$ cat config.mk
export PLATFORM = sky130hd
export DESIGN_NAME = multi_task_heartbeat_supervisor
export DESIGN_NICKNAME = d
export VERILOG_FILES = /design/src/hdl/hbs_pkg.sv /design/src/hdl/multi_task_heartbeat_supervisor.sv /design/src/hdl/hbs_ctrl.sv /design/src/hdl/hbs_datapath.sv
export SDC_FILE = /design/constraint.sdc
export NUM_CORES = 2
export LEC_CHECK = 0
export BUFFER_PORTS_ARGS = -buffer_cell sky130_fd_sc_hd__buf_2
export CAP_MARGIN = 20
export CORE_ASPECT_RATIO = 0.6
export CORE_MARGIN = 8
export CORE_UTILIZATION = 60
export DETAILED_ROUTE_END_ITERATION = 10
export GPL_TIMING_DRIVEN = 0
export MAX_ROUTING_LAYER = met4
export PLACE_DENSITY = 0.78
export SYNTH_ARGS = -nofsm -noshare
export SYNTH_HDL_FRONTEND = slang
export SYNTH_SLANG_ARGS = --single-unit
$ cat constraint.sdc
create_clock -name clock -period 13.3 [get_ports clock]
set_input_delay 1.33 -clock clock [delete_from_list [all_inputs] [get_ports clock]]
set_output_delay 1.33 -clock clock [all_outputs]
set_load 0.01 [all_outputs]
$ cat src/hdl/hbs_pkg.sv
package hbs_pkg;

   localparam int ID_W    = 4;
   localparam int TVAL_W  = 20;
   localparam int TIME_W  = 32;
   localparam int MASK_W  = 10;
   localparam int MAX_TASKS = 16;

   typedef enum logic [2:0] {
      OP_TICK   = 3'd0,
      OP_REPORT = 3'd1,
      OP_INJECT = 3'd2,
      OP_CLEAR  = 3'd3,
      OP_CHECK  = 3'd4,
      OP_SETTMO = 3'd5,
      OP_ARM    = 3'd6
   } op_type;

   typedef enum logic [1:0] {
      REASON_NONE   = 2'd0,
      REASON_FAULT  = 2'd1,
      REASON_SILENT = 2'd2,
      REASON_LATE   = 2'd3
   } reason_type;

   typedef enum logic [1:0] {
      ST_IDLE,
      ST_SCAN
   } state_type;

   // controller to datapath
   typedef struct packed {
      logic exec;
      logic scan_start;
      logic scan_next;
      logic check_done;
   } ctl_type;

   // datapath to controller
   typedef struct packed {
      logic scan_hit;
      logic scan_end;
   } sts_type;

   // timeout of each task after reset
   function automatic logic [TIME_W-1:0] reset_timeout(input int idx);
      logic [TIME_W-1:0] val;
      case (idx)
         1:       val = 32'd6000;
         2:       val = 32'd8000;
         3:       val = 32'd4000;
         4:       val = 32'd7000;
         5:       val = 32'd2000;
         8:       val = 32'd4000;
         default: val = 32'd3000;
      endcase
      return val;
   endfunction

endpackage

$ cat src/hdl/multi_task_heartbeat_supervisor.sv
// Heartbeat supervisor for up to NUM_TASKS tasks: every accepted item gives exactly one
// result item. Tick, report, inject, clear, set-timeout and arm items are executed when
// accepted, and their result is in the output register on the next cycle. A check item
// walks the task table one entry per cycle in index order, up to the first failing task
// or the last task, using the single shared elapsed-time compare. The input is held
// off during a check scan and while a previous result is stalled in the output register.
module multi_task_heartbeat_supervisor #(
   parameter int NUM_TASKS    = 10,
   parameter int TIMEOUT_BITS = 20
) (
   input  logic                       clock,
   input  logic                       reset,
   input  logic                       req_valid,
   output logic                       req_stall,
   input  logic [2:0]                 req_cmd,
   input  logic [hbs_pkg::ID_W-1:0]   req_task_id,
   input  logic [hbs_pkg::TVAL_W-1:0] req_timeout_value,
   output logic                       rsp_valid,
   input  logic                       rsp_stall,
   output logic                       rsp_healthy,
   output logic                       rsp_feed_watchdog,
   output logic [hbs_pkg::ID_W-1:0]   rsp_fail_task,
   output logic [1:0]                 rsp_fail_reason,
   output logic [hbs_pkg::TIME_W-1:0] rsp_fail_last_report,
   output logic [hbs_pkg::TIME_W-1:0] rsp_now_time,
   output logic [hbs_pkg::TIME_W-1:0] rsp_check_total,
   output logic [hbs_pkg::TIME_W-1:0] rsp_fail_total,
   output logic [hbs_pkg::MASK_W-1:0] rsp_fault_bits,
   output logic [hbs_pkg::MASK_W-1:0] rsp_reported_bits,
   output logic                       rsp_armed
);
   import hbs_pkg::*;

   ctl_type ctl;
   sts_type sts;

   hbs_ctrl u_ctrl (
      .clock     (clock),
      .reset     (reset),
      .req_valid (req_valid),
      .req_cmd   (req_cmd),
      .req_stall (req_stall),
      .rsp_valid (rsp_valid),
      .rsp_stall (rsp_stall),
      .sts       (sts),
      .ctl       (ctl)
   );

   hbs_datapath #(
      .NUM_TASKS    (NUM_TASKS),
      .TIMEOUT_BITS (TIMEOUT_BITS)
   ) u_datapath (
      .clock                (clock),
      .reset                (reset),
      .req_cmd              (req_cmd),
      .req_task_id          (req_task_id),
      .req_timeout_value    (req_timeout_value),
      .ctl                  (ctl),
      .sts                  (sts),
      .rsp_healthy          (rsp_healthy),
      .rsp_feed_watchdog    (rsp_feed_watchdog),
      .rsp_fail_task        (rsp_fail_task),
      .rsp_fail_reason      (rsp_fail_reason),
      .rsp_fail_last_report (rsp_fail_last_report),
      .rsp_now_time         (rsp_now_time),
      .rsp_check_total      (rsp_check_total),
      .rsp_fail_total       (rsp_fail_total),
      .rsp_fault_bits       (rsp_fault_bits),
      .rsp_reported_bits    (rsp_reported_bits),
      .rsp_armed            (rsp_armed)
   );

endmodule

$ cat src/hdl/hbs_ctrl.sv
module hbs_ctrl (
   input  logic            clock,
   input  logic            reset,
   input  logic            req_valid,
   input  logic [2:0]      req_cmd,
   output logic            req_stall,
   output logic            rsp_valid,
   input  logic            rsp_stall,
   input  hbs_pkg::sts_type sts,
   output hbs_pkg::ctl_type ctl
);
   import hbs_pkg::*;

   state_type state_ff, state_in;
   logic      rsp_valid_ff, rsp_valid_in;
   logic      accept;
   logic      is_check;

   assign is_check  = (op_type'(req_cmd) == OP_CHECK);
   assign req_stall = (state_ff != ST_IDLE) || (rsp_valid_ff && rsp_stall);
   assign accept    = req_valid && !req_stall;
   assign rsp_valid = rsp_valid_ff;

   always_comb begin
      state_in = state_ff;
      unique case (state_ff)
         ST_IDLE: begin
            if (accept && is_check) state_in = ST_SCAN;
         end
         ST_SCAN: begin
            if (sts.scan_hit || sts.scan_end) state_in = ST_IDLE;
         end
         default: state_in = ST_IDLE;
      endcase
   end

   always_comb begin
      ctl = '0;
      unique case (state_ff)
         ST_IDLE: begin
            ctl.exec       = accept && !is_check;
            ctl.scan_start = accept && is_check;
         end
         ST_SCAN: begin
            ctl.check_done = sts.scan_hit || sts.scan_end;
            ctl.scan_next  = !(sts.scan_hit || sts.scan_end);
         end
         default: ctl = '0;
      endcase
   end

   always_comb begin
      if (ctl.exec || ctl.check_done) begin
         rsp_valid_in = 1'b1;
      end else if (!rsp_stall) begin
         rsp_valid_in = 1'b0;
      end else begin
         rsp_valid_in = rsp_valid_ff;
      end
   end

   always_ff @(posedge clock) begin
      if (reset) begin
         state_ff     <= ST_IDLE;
         rsp_valid_ff <= 1'b0;
      end else begin
         state_ff     <= state_in;
         rsp_valid_ff <= rsp_valid_in;
      end
   end

endmodule

$ cat src/hdl/hbs_datapath.sv
module hbs_datapath #(
   parameter int NUM_TASKS    = 10,
   parameter int TIMEOUT_BITS = 20
) (
   input  logic                       clock,
   input  logic                       reset,
   input  logic [2:0]                 req_cmd,
   input  logic [hbs_pkg::ID_W-1:0]   req_task_id,
   input  logic [hbs_pkg::TVAL_W-1:0] req_timeout_value,
   input  hbs_pkg::ctl_type           ctl,
   output hbs_pkg::sts_type           sts,
   output logic                       rsp_healthy,
   output logic                       rsp_feed_watchdog,
   output logic [hbs_pkg::ID_W-1:0]   rsp_fail_task,
   output logic [1:0]                 rsp_fail_reason,
   output logic [hbs_pkg::TIME_W-1:0] rsp_fail_last_report,
   output logic [hbs_pkg::TIME_W-1:0] rsp_now_time,
   output logic [hbs_pkg::TIME_W-1:0] rsp_check_total,
   output logic [hbs_pkg::TIME_W-1:0] rsp_fail_total,
   output logic [hbs_pkg::MASK_W-1:0] rsp_fault_bits,
   output logic [hbs_pkg::MASK_W-1:0] rsp_reported_bits,
   output logic                       rsp_armed
);
   import hbs_pkg::*;

   localparam int IW = (NUM_TASKS > 1) ? $clog2(NUM_TASKS) : 1;

   // supervisor state
   logic [TIME_W-1:0]       tick_ff, tick_in;
   logic [TIME_W-1:0]       last_ff [NUM_TASKS];
   logic [TIME_W-1:0]       last_in [NUM_TASKS];
   logic [TIMEOUT_BITS-1:0] tmo_ff  [NUM_TASKS];
   logic [TIMEOUT_BITS-1:0] tmo_in  [NUM_TASKS];
   logic [NUM_TASKS-1:0]    rep_ff, rep_in;
   logic [NUM_TASKS-1:0]    fault_ff, fault_in;
   logic [TIME_W-1:0]       chk_ff, chk_in;
   logic [TIME_W-1:0]       fail_ff, fail_in;
   logic                    armed_ff, armed_in;
   logic [IW-1:0]           scan_ff, scan_in;

   // result register
   logic                    healthy_ff, healthy_in;
   logic                    feed_ff, feed_in;
   logic [ID_W-1:0]         ftask_ff, ftask_in;
   logic [1:0]              freason_ff, freason_in;
   logic [TIME_W-1:0]       flast_ff, flast_in;
   logic [TIME_W-1:0]       now_ff;
   logic [TIME_W-1:0]       chk_out_ff;
   logic [TIME_W-1:0]       fail_out_ff;
   logic [MASK_W-1:0]       fault_out_ff, rep_out_ff;
   logic                    armed_out_ff;

   logic                    id_ok;
   logic [TIME_W-1:0]       cur_last;
   logic [TIME_W-1:0]       elapsed;
   reason_type              cur_reason;
   logic                    load_rsp;

   assign id_ok = ({1'b0, req_task_id} < (ID_W + 1)'(NUM_TASKS));

   // one task entry per scan cycle
   assign cur_last = last_ff[scan_ff];
   assign elapsed  = tick_ff - cur_last;

   always_comb begin
      if (fault_ff[scan_ff]) begin
         cur_reason = REASON_FAULT;
      end else if (!rep_ff[scan_ff]) begin
         cur_reason = REASON_SILENT;
      end else if (elapsed > TIME_W'(tmo_ff[scan_ff])) begin
         cur_reason = REASON_LATE;
      end else begin
         cur_reason = REASON_NONE;
      end
   end

   assign sts.scan_hit = (cur_reason != REASON_NONE);
   assign sts.scan_end = (scan_ff == IW'(NUM_TASKS - 1));

   always_comb begin
      tick_in  = tick_ff;
      last_in  = last_ff;
      tmo_in   = tmo_ff;
      rep_in   = rep_ff;
      fault_in = fault_ff;
      chk_in   = chk_ff;
      fail_in  = fail_ff;
      armed_in = armed_ff;
      scan_in  = scan_ff;

      if (ctl.scan_start) scan_in = '0;
      if (ctl.scan_next)  scan_in = scan_ff + IW'(1);

      if (ctl.check_done) begin
         chk_in = chk_ff + TIME_W'(1);
         if (sts.scan_hit) fail_in = fail_ff + TIME_W'(1);
      end

      if (ctl.exec) begin
         unique case (op_type'(req_cmd))
            OP_TICK: tick_in = tick_ff + TIME_W'(1);
            OP_REPORT: begin
               for (int i = 0; i < NUM_TASKS; i++) begin
                  if (id_ok && req_task_id == ID_W'(i) && !fault_ff[i]) begin
                     last_in[i] = tick_ff;
                     rep_in[i]  = 1'b1;
                  end
               end
            end
            OP_INJECT: begin
               for (int i = 0; i < NUM_TASKS; i++) begin
                  if (id_ok && req_task_id == ID_W'(i)) begin
                     fault_in[i] = 1'b1;
                     rep_in[i]   = 1'b0;
                     last_in[i]  = '0;
                  end
               end
            end
            OP_CLEAR: fault_in = '0;
            OP_SETTMO: begin
               for (int i = 0; i < NUM_TASKS; i++) begin
                  if (id_ok && req_task_id == ID_W'(i)) begin
                     tmo_in[i] = TIMEOUT_BITS'(req_timeout_value);
                  end
               end
            end
            OP_ARM: begin
               for (int i = 0; i < NUM_TASKS; i++) begin
                  last_in[i] = tick_ff;
               end
               rep_in   = '1;
               armed_in = 1'b1;
            end
            default: ;
         endcase
      end
   end

   // failure fields only carry data on a failed check
   always_comb begin
      healthy_in = 1'b0;
      feed_in    = 1'b0;
      ftask_in   = '0;
      freason_in = REASON_NONE;
      flast_in   = '0;
      if (ctl.check_done) begin
         if (sts.scan_hit) begin
            ftask_in   = ID_W'(scan_ff);
            freason_in = cur_reason;
            flast_in   = cur_last;
         end else begin
            healthy_in = 1'b1;
            feed_in    = armed_ff;
         end
      end
   end

   assign load_rsp = ctl.exec || ctl.check_done;

   always_ff @(posedge clock) begin
      if (reset) begin
         tick_ff  <= '0;
         rep_ff   <= '0;
         fault_ff <= '0;
         chk_ff   <= '0;
         fail_ff  <= '0;
         armed_ff <= 1'b0;
         scan_ff  <= '0;
         for (int i = 0; i < NUM_TASKS; i++) begin
            last_ff[i] <= '0;
            tmo_ff[i]  <= TIMEOUT_BITS'(reset_timeout(i));
         end
      end else begin
         tick_ff  <= tick_in;
         rep_ff   <= rep_in;
         fault_ff <= fault_in;
         chk_ff   <= chk_in;
         fail_ff  <= fail_in;
         armed_ff <= armed_in;
         scan_ff  <= scan_in;
         last_ff  <= last_in;
         tmo_ff   <= tmo_in;
      end
   end

   always_ff @(posedge clock) begin
      if (load_rsp) begin
         healthy_ff   <= healthy_in;
         feed_ff      <= feed_in;
         ftask_ff     <= ftask_in;
         freason_ff   <= freason_in;
         flast_ff     <= flast_in;
         now_ff       <= tick_in;
         chk_out_ff   <= chk_in;
         fail_out_ff  <= fail_in;
         fault_out_ff <= MASK_W'(MAX_TASKS'(fault_in));
         rep_out_ff   <= MASK_W'(MAX_TASKS'(rep_in));
         armed_out_ff <= armed_in;
      end
   end

   assign rsp_healthy          = healthy_ff;
   assign rsp_feed_watchdog    = feed_ff;
   assign rsp_fail_task        = ftask_ff;
   assign rsp_fail_reason      = freason_ff;
   assign rsp_fail_last_report = flast_ff;
   assign rsp_now_time         = now_ff;
   assign rsp_check_total      = chk_out_ff;
   assign rsp_fail_total       = fail_out_ff;
   assign rsp_fault_bits       = fault_out_ff;
   assign rsp_reported_bits    = rep_out_ff;
   assign rsp_armed            = armed_out_ff;

endmodule
---- Yosys cells after proc, flatten, opt, wreduce, memory -nomap -nowiden ----
Index checks and enable logic that the tools add are counted.
storage, ports and cells
  input port bits ......................... 31
  logic and storage cells ................. 246
  flip-flop bits (word level) ............. 801
  output and inout port bits .............. 159
cells by class
  reductions and logical operators ........ 70
  equal/unequal tests ..................... 40
  order comparisons ....................... 4
  bitwise logic cells ..................... 2
  mux-type cells .......................... 85
  add/sub/neg operators ................... 5
operator list
  operator                                                                 number
  320-bit case mux with 3 select lines                                     1
  32-bit 2-to-1 mux                                                        27
  32-bit binary-select mux with 4-bit select                               1
  32-bit by 1-bit adder with 32-bit output, second input constant          3
  20-bit binary-select mux with 4-bit select                               1
  2-bit by 1-bit inequality test with 1-bit output, second input constant  23
  20-bit 2-to-1 mux                                                        2
  4-bit AND reduction                                                      10
  1-bit 2-to-1 mux                                                         37
  32-bit by 20-bit > comparator with 1-bit output                          1
  32-bit subtractor                                                        1
  10-bit case mux with 3 select lines                                      1
  3-bit AND reduction                                                      10
  1-bit logical AND                                                        24
  10-bit 2-to-1 mux                                                        2
  10-bit case mux with 2 select lines                                      1
  4-bit by 3-bit == test with 1-bit output, second input constant          4
  2-bit 2-to-1 mux                                                         7
  1-bit zero test                                                          13
  4-bit == test, second input constant                                     3
  3-bit == test, second input constant                                     3
  1-bit binary-select mux with 4-bit select                                2
  4-bit by 2-bit == test with 1-bit output, second input constant          2
  4-bit 2-to-1 mux                                                         2
  other kinds (19)                                                         25

---- Logic depth before layout (Yosys ltp) ----
  depth in word-level cells ............... 15
  gate-level depth with buffers ........... 31
  mapped depth without buffers ............ 24

---- Modules after synthesis ----
A second synthesis with hierarchy kept.
unflattened totals
  cells, all modules ...................... 3649
  area total of the unflattened synthesis .. 35706.7 um2
modules (own cells, without submodules)
  module        cells each  area an instance (um2)  seq. area each (um2)  instances
  hbs_datapath  3631        35579.1                 17546.8               1
  hbs_ctrl      18          127.6                   40.0                  1

---- Least setup slack after synthesis ----
OpenSTA, ideal clock, no wires.
  kind .................................... register to register
  from .................................... register u_datapath.scan_ff[0]
  to ...................................... register u_datapath.armed_out_ff (netlist: u_datapath.rsp_armed), enable pin
  cell stages (with the launch flop) ...... 27
  path buffers ............................ 6
  library setup time ...................... 1.304 ns
  clock period less this slack ............ 9.677 ns
  setup slack ............................. 3.623 ns
  data required time ...................... 11.996 ns
  arrival ................................. 8.373 ns
  cells stage by stage .................... dfxtp_1 -> clkbuf_1 -> buf_2 -> buf_1 -> buf_2 -> clkbuf_1 -> buf_2 -> mux2i_1 -> o22a_1 -> ha_1 -> a21oi_1 -> nand2_1 -> o21ai_0 -> o21bai_1 -> a21oi_1 -> xnor2_1 -> ha_1 -> a21o_1 -> a21o_1 -> a21oi_1 -> o22ai_1 -> o41ai_1 -> a21oi_1 -> nor4_1 -> nand3_1 -> nand2_1 -> nand2_1
on the way
  word-level cells in the longest chain between the ends .. 13
  elaborated cells between the ends (all ways) .. 21
  those cells by class .................... 1 x add/sub; 1 x order compare; 1 x eq/ne; 14 x mux; 1 x bitwise; 3 x reduce/logical
ends and longest elaborated chain
  what                                                    RTL line                                source
  start: declaration                                      hbs_datapath.sv:39                      logic [IW-1:0] scan_ff, scan_in;
  start signal: assignment                                hbs_datapath.sv:180                     scan_ff <= scan_in;
  4-bit inverter with 5-bit output (implied by the code)  hbs_datapath.sv:62, hbs_datapath.sv:70
  32-bit binary-select mux with 4-bit select              hbs_datapath.sv:62                      assign cur_last = last_ff[scan_ff];
  32-bit 2-to-1 mux (implied by the code) (2 in a row)    hbs_datapath.sv:62
  32-bit subtractor                                       hbs_datapath.sv:63                      assign elapsed = tick_ff - cur_last;
  32-bit by 20-bit > comparator with 1-bit output         hbs_datapath.sv:70                      end else if (elapsed > TIME_W'(tmo_ff[scan_ff])) begin
  2-bit 2-to-1 mux                                        hbs_datapath.sv:70
  2-bit 2-to-1 mux                                        hbs_datapath.sv:68                      end else if (!rep_ff[scan_ff]) begin
  2-bit 2-to-1 mux                                        hbs_datapath.sv:66                      if (fault_ff[scan_ff]) begin
  2-bit nonzero test                                      hbs_datapath.sv:77                      assign sts.scan_hit = (cur_reason != REASON_NONE);
  1-bit logical OR (*)                                    hbs_ctrl.sv:45                          ctl.check_done = sts.scan_hit || sts.scan_end;
  2-bit 2-to-1 mux (*)                                    hbs_ctrl.sv:39                          unique case (state_ff)
  1-bit logical OR (*)                                    hbs_datapath.sv:158                     assign load_rsp = ctl.exec || ctl.check_done;
  end signal: assignment                                  hbs_datapath.sv:198                     armed_out_ff <= armed_in;
  end: declaration                                        hbs_datapath.sv:51                      logic armed_out_ff;
Mark *: on every way between the ends. The rest lies on a longest branch, timed or not. The select of a mux whose other input is x is not followed.
A chain may end at the register's enable or synchronous reset.

---- Final worst setup path ----
  from .................................... register u_datapath.scan_ff[0]
  to ...................................... register u_datapath.now_ff[31] (netlist: u_datapath.rsp_now_time[31]), enable pin
on the way
  word-level cells in the longest chain between the ends .. 13
  elaborated cells between the ends (all ways) .. 21
  those cells by class .................... 1 x add/sub; 1 x order compare; 1 x eq/ne; 14 x mux; 1 x bitwise; 3 x reduce/logical
ends and longest elaborated chain
  what                                                    RTL line                                source
  4-bit inverter with 5-bit output (implied by the code)  hbs_datapath.sv:62, hbs_datapath.sv:70
  32-bit binary-select mux with 4-bit select              hbs_datapath.sv:62
  32-bit 2-to-1 mux (implied by the code) (2 in a row)    hbs_datapath.sv:62
  32-bit subtractor                                       hbs_datapath.sv:63
  32-bit by 20-bit > comparator with 1-bit output         hbs_datapath.sv:70
  2-bit 2-to-1 mux                                        hbs_datapath.sv:70
  2-bit 2-to-1 mux                                        hbs_datapath.sv:68
  2-bit 2-to-1 mux                                        hbs_datapath.sv:66
  2-bit nonzero test                                      hbs_datapath.sv:77
  1-bit logical OR (*)                                    hbs_ctrl.sv:45
  2-bit 2-to-1 mux (*)                                    hbs_ctrl.sv:39
  1-bit logical OR (*)                                    hbs_datapath.sv:158
  end signal: assignment                                  hbs_datapath.sv:193                     now_ff <= tick_in;
  end: declaration                                        hbs_datapath.sv:47                      logic [TIME_W-1:0] now_ff;
Marked as above.

==> results.py <==
metrics = {
    "floorplanning": {
        "row_count": 69,
        "die_w_um": 332,
        "initial_core_util_pct": 60.7,
        "die_h_um": 206,
        "core_area_sq_um": 59200,
        "dieArea_sq_um": 68300,
        "ioPinCount": 190,
    },
    "layout": {
        "fillers": 4676,
        "final_area_sq_um": 40300,
        "multi_input_area_sq_um": 17000,
        "area_delta_synth_final_pct": 12.1,
        "post-route-util_pct": 68.0,
        "final_nets": 4053,
        "seqCellArea_sq_um": 17600,
        "drive_above_1_share_pct": 11.8,
    },
    "power_and_ir_drop": {
        "p_sw_share_pct": 23.9,
        "leakagePower_nw": 14.9,
        "powerDensity_nw_per_um2": 123,
        "comb_power_share_pct": 4.9,
        "power.share.sequential_pct": 50.8,
        "power_w": 0.00495,
        "switchingPower_w": 0.00118,
        "peakVddDrop_uv": 91.9,
        "p_int_w": 0.00377,
        "p_clk_share_pct": 44.3,
    },
    "cts": {
        "cts.sink_count": 800,
        "cts_max_path_buffers": 3,
        "hold_buffers": 0,
        "cts_tree": "done",
        "worstSkewPairLatency_ns": 0.67,
        "htreeDepth": 3,
        "cts_buffers": 72,
        "cts-resized-gates": 0,
        "clockRootBuffer": "clkbuf_16",
        "cts_setup_buffers": 0,
        "clk_pin_slew_ns": 0.07,
    },
    "critical_path": {
        "path_buf_inv": 8,
        "rr_startpoint": "u_datapath.scan_ff[0]",
        "cp-startpoint": "u_datapath.scan_ff[0]",
        "critical_path_arrival_ns": 10.47,
        "cp_max_fo": 66,
        "crit_path_start_kind": "register",
        "cpMaxStageDelayCell": "buf_1",
        "max_stage_delay_ns": 0.68,
        "worst_path_most_repeated_cell": "buf_2",
        "path_delay_family": "buffers and inverters",
        "crit_type": "register to register",
        "required_ns": 13.62,
        "cp-end-kind": "register",
    },
    "yosys": {
        "ys_ff_latch": 800,
        "ys_seq_area_share_pct": 48.9,
        "avgSynthCellArea_sq_um": 9.67,
        "synth_edf_count": 157,
        "yosys-top-cells-count": "dfxtp_1 (643), nand2_1 (527), nor2_1 (442)",
        "ys_async_sr_fraction_pct": 0,
        "yosys.area.top_type_share_pct": 35.8,
        "syn_nets": 3809,
        "yosys.area.top_type": "dfxtp_1",
        "syn_area_sq_um": 36000,
        "ys_warn_count": 0,
        "synth_flop_cell": "dfxtp_1",
        "ys_top_cells_by_area": "dfxtp_1 (36%), edfxtp_1 (13%), mux4_2 (6.8%)",
        "synth_most_common_cell": "dfxtp_1",
        "syn_inst": 3720,
        "ys_types": 78,
    },
    "timing": {
        "rsz0062_at_grt": "false",
        "setup_violations": 0,
        "maxSlewViolCount": 0,
        "fin_ws_ns": 3.15,
        "fmax_mhz": 98.5,
        "period_needed_ns": 10.15,
        "finalHoldViolCount": 0,
        "worst_slew_pin_slew_ns": 1.13,
        "fin_skew_ns": 0.0436,
        "slew_headroom_pct": 23.9,
        "period_share_pct": 76.3,
        "whs_ns": 0.454,
    },
    "routing": {
        "drtPass1Iterations": 7,
        "drc": 0,
        "vias_per_cell": 6.53,
        "drt-total-wl_mm": 121,
        "wl_per_cell_um": 25.1,
        "drtIter0Drc": 4756,
        "ant_nets": 0,
        "vias": 31402,
    },
    "grt": {
        "grt_max_degree": 67,
        "antenna_found_initial": 11,
        "grt.overflow.total": 0,
        "grt_pass1_vias": 28703,
        "grt_pass1_wl_mm": 179,
        "grtUsageTotal_pct": 35.1,
    },
    "place": {
        "io_buffers": 167,
        "dpl_cell_area_sq_um": 37800,
        "hpwl_mm": 88.2,
        "place_congestion": 1.00,
        "post-place-ws_ns": 3.73,
    },
    "flow_run": {
        "maxCapViolCount": 0,
    },
    "outcome": {
        "status": "complete, no violations",
    },
    "worst_hold_path": {
        "hold_class": "register to register",
        "min_from": "u_datapath.tmo_ff[159]",
    },
}
## final timing paths
check                                     end  cells past startpoint  slack (ns)
setup / recovery  u_datapath.rsp_now_time[31]                     27        3.15
hold / removal         u_datapath.tmo_ff[159]                      2        0.45
setup reg to reg  u_datapath.rsp_now_time[31]                     27        3.15
hold reg to reg        u_datapath.tmo_ff[159]                      2        0.45
## sequential cells by signal, summed over array words and instances (netlist names), 10 cells and up
| signal | count |
|---|---|
| u_datapath.last_ff | 320 |
| u_datapath.tmo_ff | 200 |
| u_datapath.chk_ff | 32 |
| u_datapath.fail_ff | 32 |
| u_datapath.rsp_check_total | 32 |
| u_datapath.rsp_fail_last_report | 32 |
| u_datapath.rsp_fail_total | 32 |
| u_datapath.rsp_now_time | 32 |
| u_datapath.tick_ff | 32 |
| u_datapath.fault_ff | 10 |
| u_datapath.rep_ff | 10 |
| u_datapath.rsp_fault_bits | 10 |
| u_datapath.rsp_reported_bits | 10 |
## power groups by stage
stage / clock (W) / combinational (W) / sequential [W]
after global routing: 0.00229 / 0.000251 / 0.00252
after CTS: 0.00219 / 0.000233 / 0.00251
after global placement: 0 / 0.000226 / 0.00258
after floorplan: 0 / 0.000105 / 0.00259
final: 0.00219 / 0.000243 / 0.00251
after detailed placement: 0 / 0.000232 / 0.00257
## layer usage
layer	vias to the layer above	GRT usage [%]	part of all wire [%]
li1	13798	-	-
met1	14973	49.6	42
met2	2370	44.9	38
met3	261	15.3	17
met4	0	9.62	2.8
met5	-	-	0
## placed cells by master, fill, tap and decap left out, drive strengths merged, types with 41 or more instances in the layout
cell type / Yosys / layout
dfxtp: 643 / 643
nand2: 527 / 527
nor2: 442 / 442
clkbuf: 271 / 364
a22oi: 289 / 289
a21oi: 228 / 228
buf: 44 / 214
edfxtp: 157 / 157
mux2i: 143 / 143
nand3: 114 / 114
mux4: 108 / 108
and2: 93 / 93
o21ai: 63 / 63
ha: 57 / 57
o22a: 50 / 50
xnor2: 44 / 44
nand4: 42 / 42
xor2: 41 / 41
## stage by stage
step	setup TNS, ns	std cells
6_report	0	4812
5_1_grt	0	4811
4_1_cts	0	4802
3_5_place_dp	0	4670
3_3_place_gp	-78.53	4668
2_1_floorplan	0	3720
## logic make-up after synthesis
group                    share of synthesized area, %
AO/OA/AOI/OAI                                    13.7
buffers and inverters                            3.69
multiplexers                                     11.6
flip-flops                                       48.9
AND/OR/NAND/NOR                                  18.0
XOR/XNOR                                         2.07
adder cells (fa/ha/maj)                          2.04
## worst min-delay path: stages (launching register included)
cell	delay (ns)
dfxtp_1	0.31
nand2_1	0.05
a21oi_1	0.05
## layout make-up
class / instances / area share [%]
diodes: 9 / 0.0559
plain buffers: 315 / 3.12
clock buffers: 93 / 4.97
clock inverters: 39 / 1.09
inverters: 19 / 0.177
multi-input cells: 2586 / 42.3
flip-flops and latches: 800 / 43.6
well taps: 781 / 2.42
repair buffers: 170 / 2.23
Note: power is estimated with default switching activity, not from simulation.
